`config.mk`:
```
export PLATFORM = sky130hd
export DESIGN_NAME = signed_int_to_decimal_ascii
export DESIGN_NICKNAME = d
export VERILOG_FILES = /design/src/design/sitda_pkg.sv /design/src/design/sitda_fifo.sv /design/src/design/sitda_front.sv /design/src/design/sitda_conv.sv /design/src/design/sitda_emit.sv /design/src/design/signed_int_to_decimal_ascii.sv
export SDC_FILE = /design/constraint.sdc
export NUM_CORES = 1
export LEC_CHECK = 0
export BUFFER_PORTS_ARGS = -buffer_cell sky130_fd_sc_hd__clkbuf_2
export CAP_MARGIN = 20
export CORE_MARGIN = 3
export CORE_UTILIZATION = 60
export CTS_CLUSTER_SIZE = 10
export DETAILED_ROUTE_END_ITERATION = 16
export PLACE_DENSITY = 0.76
export SETUP_SLACK_MARGIN = 0.15
export SLEW_MARGIN = 20
export SYNTH_ARGS = -nofsm -noshare
export SYNTH_HDL_FRONTEND = slang
export SYNTH_SLANG_ARGS = --single-unit
```
`constraint.sdc`:
```
create_clock -name clk -period 4.49 [get_ports clk]
set_input_delay 0.449 -clock clk [delete_from_list [all_inputs] [get_ports clk]]
set_output_delay 0.449 -clock clk [all_outputs]
set_load 0.05 [all_outputs]
```
`src/design/sitda_pkg.sv`:
```
`default_nettype none
package sitda_pkg;

  localparam int VALUE_WIDTH_DEF = 32;
  localparam int FIFO_DEPTH_DEF  = 2;
  // magnitude bits taken into the BCD converter per cycle, unless its final step is held
  localparam int BITS_PER_STEP   = 4;

  localparam logic [5:0] CHAR_MINUS = 6'd45;
  localparam logic [5:0] CHAR_ZERO  = 6'd48;

  // decimal digits needed for a magnitude of up to 2^(width-1)
  function automatic int num_digits(input int width);
    return ((width - 1) * 30103) / 100000 + 1;
  endfunction

endpackage
`default_nettype wire

```
`src/design/sitda_fifo.sv`:
```
`default_nettype none
module sitda_fifo #(
  parameter int WIDTH = 33,
  parameter int DEPTH = sitda_pkg::FIFO_DEPTH_DEF
) (
  input  wire logic             clk,
  input  wire logic             rst_n,
  input  wire logic             push,
  input  wire logic [WIDTH-1:0] wdata,
  output logic                  full,
  input  wire logic             pop,
  output logic [WIDTH-1:0]      rdata,
  output logic                  empty
);

  localparam int PW = (DEPTH > 1) ? $clog2(DEPTH) : 1;
  localparam int CW = $clog2(DEPTH + 1);

  logic [WIDTH-1:0] mem_r [DEPTH];
  logic [PW-1:0]    wptr_r, wptr_nxt;
  logic [PW-1:0]    rptr_r, rptr_nxt;
  logic [CW-1:0]    cnt_r, cnt_nxt;
  logic             do_push, do_pop;

  assign full    = (cnt_r == CW'(DEPTH));
  assign empty   = (cnt_r == '0);
  assign do_push = push && !full;
  assign do_pop  = pop && !empty;
  assign rdata   = mem_r[rptr_r];

  always_comb begin
    wptr_nxt = wptr_r;
    rptr_nxt = rptr_r;
    cnt_nxt  = cnt_r;
    if (do_push) begin
      wptr_nxt = (wptr_r == PW'(DEPTH - 1)) ? '0 : wptr_r + 1'b1;
    end
    if (do_pop) begin
      rptr_nxt = (rptr_r == PW'(DEPTH - 1)) ? '0 : rptr_r + 1'b1;
    end
    if (do_push && !do_pop) begin
      cnt_nxt = cnt_r + 1'b1;
    end else if (do_pop && !do_push) begin
      cnt_nxt = cnt_r - 1'b1;
    end
  end

  always_ff @(posedge clk) begin
    if (!rst_n) begin
      wptr_r <= '0;
      rptr_r <= '0;
      cnt_r  <= '0;
    end else begin
      wptr_r <= wptr_nxt;
      rptr_r <= rptr_nxt;
      cnt_r  <= cnt_nxt;
    end
  end

  always_ff @(posedge clk) begin
    if (do_push) begin
      mem_r[wptr_r] <= wdata;
    end
  end

endmodule
`default_nettype wire

```
`src/design/sitda_front.sv`:
```
`default_nettype none
module sitda_front #(
  parameter int VALUE_WIDTH = sitda_pkg::VALUE_WIDTH_DEF
) (
  input  wire logic                          in_push,
  input  wire logic signed [VALUE_WIDTH-1:0] in_value,
  input  wire logic                          q_full,
  output logic                               q_push,
  output logic [VALUE_WIDTH:0]               q_wdata
);

  logic                   neg;
  logic [VALUE_WIDTH-1:0] raw;
  logic [VALUE_WIDTH-1:0] mag;

  assign raw = VALUE_WIDTH'(unsigned'(in_value));
  assign neg = raw[VALUE_WIDTH-1];
  // unsigned magnitude, so the most negative value comes out as 2^(W-1)
  assign mag = neg ? (~raw + 1'b1) : raw;

  assign q_push  = in_push && !q_full;
  assign q_wdata = {neg, mag};

endmodule
`default_nettype wire

```
`src/design/sitda_conv.sv`:
```
`default_nettype none
module sitda_conv #(
  parameter int VALUE_WIDTH = sitda_pkg::VALUE_WIDTH_DEF
) (
  input  wire logic               clk,
  input  wire logic               rst_n,
  input  wire logic               q_empty,
  input  wire logic [VALUE_WIDTH:0] q_rdata,
  output logic                    q_pop,
  output logic                    res_valid,
  output logic                    res_neg,
  output logic [sitda_pkg::num_digits(VALUE_WIDTH)*4-1:0] res_bcd,
  input  wire logic               res_take
);

  localparam int ND  = sitda_pkg::num_digits(VALUE_WIDTH);
  localparam int BW  = ND * 4;
  localparam int BPS = sitda_pkg::BITS_PER_STEP;
  localparam int CYC = (VALUE_WIDTH + BPS - 1) / BPS;
  localparam int MW  = CYC * BPS;
  localparam int CW  = (CYC > 1) ? $clog2(CYC) : 1;

  logic          busy_r, busy_nxt;
  logic [CW-1:0] cnt_r, cnt_nxt;
  logic [MW-1:0] shift_r, shift_nxt;
  logic [BW-1:0] bcd_r, bcd_nxt;
  logic          neg_r, neg_nxt;
  logic          res_valid_r, res_valid_nxt;
  logic          res_neg_r, res_neg_nxt;
  logic [BW-1:0] res_bcd_r, res_bcd_nxt;

  logic          last_step, step_en, finish, start;
  logic [BW-1:0] bcd_step;

  // shift-and-add-3, BPS magnitude bits per cycle unless the final step is held
  always_comb begin
    logic [BW-1:0] b;
    b = bcd_r;
    for (int j = 0; j < BPS; j++) begin
      for (int d = 0; d < ND; d++) begin
        if (b[d*4 +: 4] >= 4'd5) begin
          b[d*4 +: 4] = b[d*4 +: 4] + 4'd3;
        end
      end
      b = {b[BW-2:0], shift_r[MW-1-j]};
    end
    bcd_step = b;
  end

  assign last_step = (cnt_r == CW'(CYC - 1));
  // hold the final step while the result slot is still occupied
  assign step_en   = busy_r && !(last_step && res_valid_r && !res_take);
  assign finish    = step_en && last_step;
  assign start     = (!busy_r || finish) && !q_empty;
  assign q_pop     = start;

  always_comb begin
    busy_nxt      = busy_r;
    cnt_nxt       = cnt_r;
    shift_nxt     = shift_r;
    bcd_nxt       = bcd_r;
    neg_nxt       = neg_r;
    res_valid_nxt = res_valid_r && !res_take;
    res_neg_nxt   = res_neg_r;
    res_bcd_nxt   = res_bcd_r;
    if (step_en) begin
      cnt_nxt   = cnt_r + 1'b1;
      shift_nxt = shift_r << BPS;
      bcd_nxt   = bcd_step;
    end
    if (finish) begin
      busy_nxt      = 1'b0;
      res_valid_nxt = 1'b1;
      res_neg_nxt   = neg_r;
      res_bcd_nxt   = bcd_step;
    end
    if (start) begin
      busy_nxt  = 1'b1;
      cnt_nxt   = '0;
      shift_nxt = MW'(q_rdata[VALUE_WIDTH-1:0]);
      bcd_nxt   = '0;
      neg_nxt   = q_rdata[VALUE_WIDTH];
    end
  end

  always_ff @(posedge clk) begin
    if (!rst_n) begin
      busy_r      <= 1'b0;
      cnt_r       <= '0;
      res_valid_r <= 1'b0;
    end else begin
      busy_r      <= busy_nxt;
      cnt_r       <= cnt_nxt;
      res_valid_r <= res_valid_nxt;
    end
  end

  always_ff @(posedge clk) begin
    shift_r   <= shift_nxt;
    bcd_r     <= bcd_nxt;
    neg_r     <= neg_nxt;
    res_neg_r <= res_neg_nxt;
    res_bcd_r <= res_bcd_nxt;
  end

  assign res_valid = res_valid_r;
  assign res_neg   = res_neg_r;
  assign res_bcd   = res_bcd_r;

endmodule
`default_nettype wire

```
`src/design/sitda_emit.sv`:
```
`default_nettype none
module sitda_emit #(
  parameter int VALUE_WIDTH = sitda_pkg::VALUE_WIDTH_DEF
) (
  input  wire logic  clk,
  input  wire logic  rst_n,
  input  wire logic  res_valid,
  input  wire logic  res_neg,
  input  wire logic [sitda_pkg::num_digits(VALUE_WIDTH)*4-1:0] res_bcd,
  output logic       res_take,
  output logic       out_empty,
  input  wire logic  out_pop,
  output logic [5:0] out_char_code,
  output logic       out_last_char
);

  localparam int ND = sitda_pkg::num_digits(VALUE_WIDTH);
  localparam int BW = ND * 4;
  localparam int IW = (ND > 1) ? $clog2(ND) : 1;

  logic          busy_r, busy_nxt;
  logic          sign_r, sign_nxt;
  logic [IW-1:0] idx_r, idx_nxt;
  logic [BW-1:0] digits_r, digits_nxt;

  logic          xfer, final_char, load;
  logic [IW-1:0] top;
  logic [3:0]    cur_digit;

  // most significant nonzero digit; zero prints one digit
  always_comb begin
    top = '0;
    for (int i = 0; i < ND; i++) begin
      if (res_bcd[i*4 +: 4] != 4'd0) begin
        top = IW'(i);
      end
    end
  end

  assign xfer       = out_pop && busy_r;
  assign final_char = !sign_r && (idx_r == '0);
  assign load       = res_valid && (!busy_r || (xfer && final_char));
  assign res_take   = load;

  always_comb begin
    busy_nxt   = busy_r;
    sign_nxt   = sign_r;
    idx_nxt    = idx_r;
    digits_nxt = digits_r;
    if (xfer) begin
      if (sign_r) begin
        sign_nxt = 1'b0;
      end else if (idx_r == '0) begin
        busy_nxt = 1'b0;
      end else begin
        idx_nxt = idx_r - 1'b1;
      end
    end
    if (load) begin
      busy_nxt   = 1'b1;
      sign_nxt   = res_neg;
      idx_nxt    = top;
      digits_nxt = res_bcd;
    end
  end

  always_ff @(posedge clk) begin
    if (!rst_n) begin
      busy_r <= 1'b0;
      sign_r <= 1'b0;
      idx_r  <= '0;
    end else begin
      busy_r <= busy_nxt;
      sign_r <= sign_nxt;
      idx_r  <= idx_nxt;
    end
  end

  always_ff @(posedge clk) begin
    digits_r <= digits_nxt;
  end

  assign cur_digit     = digits_r[idx_r*4 +: 4];
  assign out_empty     = !busy_r;
  assign out_char_code = sign_r ? sitda_pkg::CHAR_MINUS
                                : sitda_pkg::CHAR_ZERO + {2'b00, cur_digit};
  assign out_last_char = final_char;

endmodule
`default_nettype wire

```
`src/design/signed_int_to_decimal_ascii.sv`:
```
// Signed integer to decimal ASCII text.
// Input queue: drive in_value with in_push; a transfer happens on a clock edge
// with in_push high and in_full low. Each value yields its decimal text on the
// output queue, one character per transfer, most significant first: an
// optional '-', then the digits without leading zeros (zero gives "0").
// out_last_char marks the final character. A character is valid while
// out_empty is low and is taken on an edge with out_pop high.
// Throughput: the BCD converter and the output side run concurrently; the
// output side gives one character per cycle while out_pop is held high (up
// to 11 characters at 32 bits), and the converter can take the next value
// while the previous one is still being emitted.
// An input queue of FIFO_DEPTH entries (two by default) and a result slot between converter and output let
// input keep flowing while the receiver stalls; once they fill, in_full rises.
// Synchronous reset empties every stage; nothing persists between values.
`default_nettype none
module signed_int_to_decimal_ascii #(
  parameter int VALUE_WIDTH = sitda_pkg::VALUE_WIDTH_DEF,
  parameter int FIFO_DEPTH  = sitda_pkg::FIFO_DEPTH_DEF
) (
  input  wire logic                          clk,
  input  wire logic                          rst_n,
  input  wire logic                          in_push,
  input  wire logic signed [VALUE_WIDTH-1:0] in_value,
  output logic                               in_full,
  output logic                               out_empty,
  input  wire logic                          out_pop,
  output logic [5:0]                         out_char_code,
  output logic                               out_last_char
);

  localparam int BW = sitda_pkg::num_digits(VALUE_WIDTH) * 4;

  logic                 q_push, q_pop, q_full, q_empty;
  logic [VALUE_WIDTH:0] q_wdata, q_rdata;
  logic                 res_valid, res_neg, res_take;
  logic [BW-1:0]        res_bcd;

  assign in_full = q_full;

  sitda_front #(.VALUE_WIDTH(VALUE_WIDTH)) u_front (
    .in_push (in_push),
    .in_value(in_value),
    .q_full  (q_full),
    .q_push  (q_push),
    .q_wdata (q_wdata)
  );

  sitda_fifo #(.WIDTH(VALUE_WIDTH + 1), .DEPTH(FIFO_DEPTH)) u_fifo (
    .clk  (clk),
    .rst_n(rst_n),
    .push (q_push),
    .wdata(q_wdata),
    .full (q_full),
    .pop  (q_pop),
    .rdata(q_rdata),
    .empty(q_empty)
  );

  sitda_conv #(.VALUE_WIDTH(VALUE_WIDTH)) u_conv (
    .clk      (clk),
    .rst_n    (rst_n),
    .q_empty  (q_empty),
    .q_rdata  (q_rdata),
    .q_pop    (q_pop),
    .res_valid(res_valid),
    .res_neg  (res_neg),
    .res_bcd  (res_bcd),
    .res_take (res_take)
  );

  sitda_emit #(.VALUE_WIDTH(VALUE_WIDTH)) u_emit (
    .clk          (clk),
    .rst_n        (rst_n),
    .res_valid    (res_valid),
    .res_neg      (res_neg),
    .res_bcd      (res_bcd),
    .res_take     (res_take),
    .out_empty    (out_empty),
    .out_pop      (out_pop),
    .out_char_code(out_char_code),
    .out_last_char(out_last_char)
  );

endmodule
`default_nettype wire
```
==> summary.md <==
| Metric | Value |
|---|---|
| Status | `finished, final reports clean` |
| Most common flop cell mapped by yosys | `edfxtp_1` |
| Clock Skew | `0.008528 ns` |
| Max-slew headroom at the worst pin | `28.00%` |
| CP Launch Type | `flip-flop` |
| Initial antenna violation count | `0` |
| Die area | `0.02575 sq mm` |
| F_max | `262.2 MHz` |
| CTS tree | `done` |
| Iteration-0 DRC count of the detailed router | `around 740` |
| DP HPWL | `20470 um` |
| CP max stage delay | `0.40 ns` |
| Inserted Diodes | `0` |
| Total track usage | `around 22%` |
| Synth cell types | `100` |
| CTS Sinks | `~240` |
| Syn_nets | `around 1500` |
| Final setup fails | `0` |
| Vias | `10420` |
| Die Width | `160.5 um` |
| Ports | `45` |
| Worst Hold End | `u_fifo.mem_r[0][0]` |
| Clk_lat worst skew | `0.52 ns` |
| Hold violation count in the final report | `0` |
| Final Cycle Share | `between 80 and 90%` |
| Filler cell count | `1785` |
| Post-Synthesis Cells | `1395` |
| Ys async rst share | `0%` |
| Post-DR wirelength/cell | `16.53 um` |
| Tmin final | `3.814 ns` |
| Synth Area per Inst | `roughly 10 sq um` |
| Largest net degree at the start of global routing | `66` |
| First-pass DRT Iterations | `6` |
| # rows | `55` |
| Clock-pin slew on the worst setup and hold paths | `roughly 0.050 ns` |
| Die height | `160.5 um` |
| Area of the core | `0.02305 sq mm` |
| RSZ-0062 raised after global routing | `false` |
| CP cell instances | `inv_1 -> ha_1 -> and2b_1 -> or3_1 -> nand2_1 -> ha_1 -> inv_1 -> o21ai_0 -> a211oi_1 -> nor2_1 -> inv_1 -> ha_1 -> nor2_1 -> nor2_1 -> o31ai_1 -> ha_1 -> nor2b_1 -> o31ai_1 -> nor2b_1 -> nor2_1` |
| Area Growth Syn to Fin | `8.826%` |
| Via/cell ratio | `5.915` |
| Critical path arrival | `4.09 ns` |
| Seq/Total Area, Yosys | `45.58%` |
| Gp weighted congestion | `0.8347` |
| Worst EP required | `~4.8 ns` |
| DRC | `0` |
| Crit path kind | `flip-flop to flip-flop` |
| Post_cts resized | `0` |
| CP Max Fanout | `5` |
| Tightest Hold Check Type | `input pin to flip-flop` |
| First-pass GRT wire length | `48620 um` |
| Worst-margin pin slew | `1.080 ns` |
| Detail Route Antenna Nets | `0` |
| Clk buf depth | `3` |
| Grt total ovfl | `0` |
| IO Port Bufs | `between 40 and 50` |
| Setup Buffers After CTS | `0` |
| Synth area leader | `edfxtp_1` |
| Worst R2R Start | `u_conv.bcd_r[32]` |
| H-tree depth | `1` |
| Flip-flop and latch area | `0.006528 sq mm` |
| #FFs+latches synth | `236` |
| Hold-fix buffers, CTS | `0` |
| Hold_sp | `in_value[0]` |
| CTS root buffer | `clkbuf_16` |
| Yosys top cell area share | `between 30 and 40%` |
| Crit end category | `flip-flop` |
| FF-to-FF setup slack | `0.68 ns` |
| Vias in the first global route | `roughly 10000` |
| WHS Path Cells | `1` |
| Count of final max-slew check failures | `0` |
| CP max-delay cell | `dfxtp_1` |
| Ys Warns | `0` |
| Routed WL | `29100 um` |
| Total Nets Final | `between 1500 and 2000` |
| Setup Total Neg Slack | `0 ns` |
| Syn Std Cell Area | `0.01432 sq mm` |
| Initial core utilization | `62.11%` |
| R2r worst-path depth | `20` |
| Inserted Clock Buffers | `27` |
| Share of cells above drive strength 1 | `15.47%` |
| Number of enable flip-flop cells after synthesis | `180` |
| Reg2reg end | `u_conv.res_bcd[38]` |
| Multi-input gate area | `0.007345 sq mm` |
| Number of max-cap violations | `0` |
| Top post-synthesis cells by area | `edfxtp_1 (38%), dfxtp_1 (7.8%), nand2_1 (4.3%), ha_1 (4.0%), mux2i_1 (3.8%)` |
[worst max-delay path: cells and delay by family, from the launching register on]
family	cells	cell delay, ns
AO/OA/AOI/OAI	4	0.77
adder cells (fa/ha/maj)	4	0.79
buffers and inverters	3	0.21
flip-flops	1	0.40
AND/OR/NAND/NOR	9	1.38
[logic make-up after synthesis]
family                     count (synthesis)  share of synthesized area, %
adders and majority gates                 46                         4.020
xor gates and xnor gates                  59                         4.369
other                                      1                       0.02619
and+or+nand+nor                          447                         15.29
muxes                                     85                         7.175
DFF                                      236                         45.58
AOI/OAI and AO/OA                        406                         20.34
buffers and inverters                    115                         3.199
[cells in the mapped netlist, types with 7 or more instances]
cell and number:
dfxtp_1 56, a21oi_2 10, buf_1 7, nand2_1 164, a211o_1 11, or3_1 17
nor3_1 15, nor4_1 8, o41ai_1 7, o31ai_1 12, a211oi_2 11, or4_1 10
mux2_2 14, ha_1 46, o211ai_2 8, edfxtp_1 180, nor2_1 109, o211ai_1 9
nand3_1 16, clkbuf_1 30, xor2_1 14, o21ai_1 42, and2_1 14, nand2b_1 22
buf_2 9, a31oi_1 8, o21a_1 29, inv_1 60, mux2i_1 55, o21ai_2 7
or2_2 8, xnor2_1 35, nor2b_1 15, a21oi_1 58, a211oi_1 14, a21o_1 11
mux4_2 8, o21ai_0 94, nor3b_1 7, o21bai_1 15
[routing by layer]
metal  track usage, %  share of wire, %
met5                0                 0
met4            4.300               1.3
met3            2.863               5.2
met2            36.90                47
met1            32.01                47
[area by class of cell]
class,count,area share (%)
flip-flops and latches,236,41.89
multi-input cells,1044,47.14
inverters,65,1.566
clock buffers,48,4.842
well taps,313,2.513
repair buffers,54,1.991
clock inverters,1,0.05621
[how the worst max path moves through the flow]
stage,to,slack [ns],depth (start not counted),start
global placement,u_conv.res_bcd[38],0.86,20,u_conv.bcd_r[32]
global route,u_conv.res_bcd[38],0.29,20,u_conv.bcd_r[32]
floorplan,u_conv.shift_r[0],0.37,13,u_emit.idx_r[0]
finish,u_conv.res_bcd[38],0.68,20,u_conv.bcd_r[32]
detailed placement,u_conv.res_bcd[38],0.68,20,u_conv.bcd_r[32]
CTS,u_conv.res_bcd[38],0.68,20,u_conv.bcd_r[32]
[sequential cells by signal, summed over array words and instances, names as in the netlist, named ones only]
name / count
u_fifo.wptr_r: 1
u_emit.sign_r: 1
u_conv.res_neg: 1
u_fifo.rptr_r: 1
u_conv.shift_r: 32
u_emit.digits_r: 40
u_emit.busy_r: 1
u_conv.res_valid: 1
u_conv.bcd_r: 40
u_emit.idx_r: 4
u_conv.neg_r: 1
u_fifo.mem_r: 66
u_conv.busy_r: 1
u_fifo.cnt_r: 2
u_conv.res_bcd: 40
u_conv.cnt_r: 3
[per-stage QoR]
step | hold slack (ns) | setup WS (ns) | utilization, % | instances | instance area [sq um]
2_1_floorplan | 0.4003 | 0.3693 | - | 1395 | 14320
3_3_place_gp | 0.4124 | 0.8581 | 64.28 | 1712 | 14820
3_5_place_dp | 0.4120 | 0.6840 | 64.28 | 1712 | 14820
4_1_cts | 0.1546 | 0.6796 | 67.59 | 1761 | 15580
5_1_grt | 0.1840 | 0.2915 | 67.59 | 1761 | 15580
6_report | 0.1743 | 0.6755 | 67.59 | 1761 | 15580
[cells in the final DEF (no fill, tap or decap), drive strengths merged, types with 26 or more instances in the layout]
master	Yosys	layout
mux2i	61	61
nand2	171	171
xnor2	43	43
nor2	112	112
clkbuf	30	91
o21a	29	29
a211oi	26	26
ha	46	46
o21ai	145	145
dfxtp	56	56
edfxtp	180	180
a21oi	68	68
inv	65	66
Power is left out: the tool's default activity adds up to more than one toggle a clock period on the data nets, which glitch-free logic cannot reach.
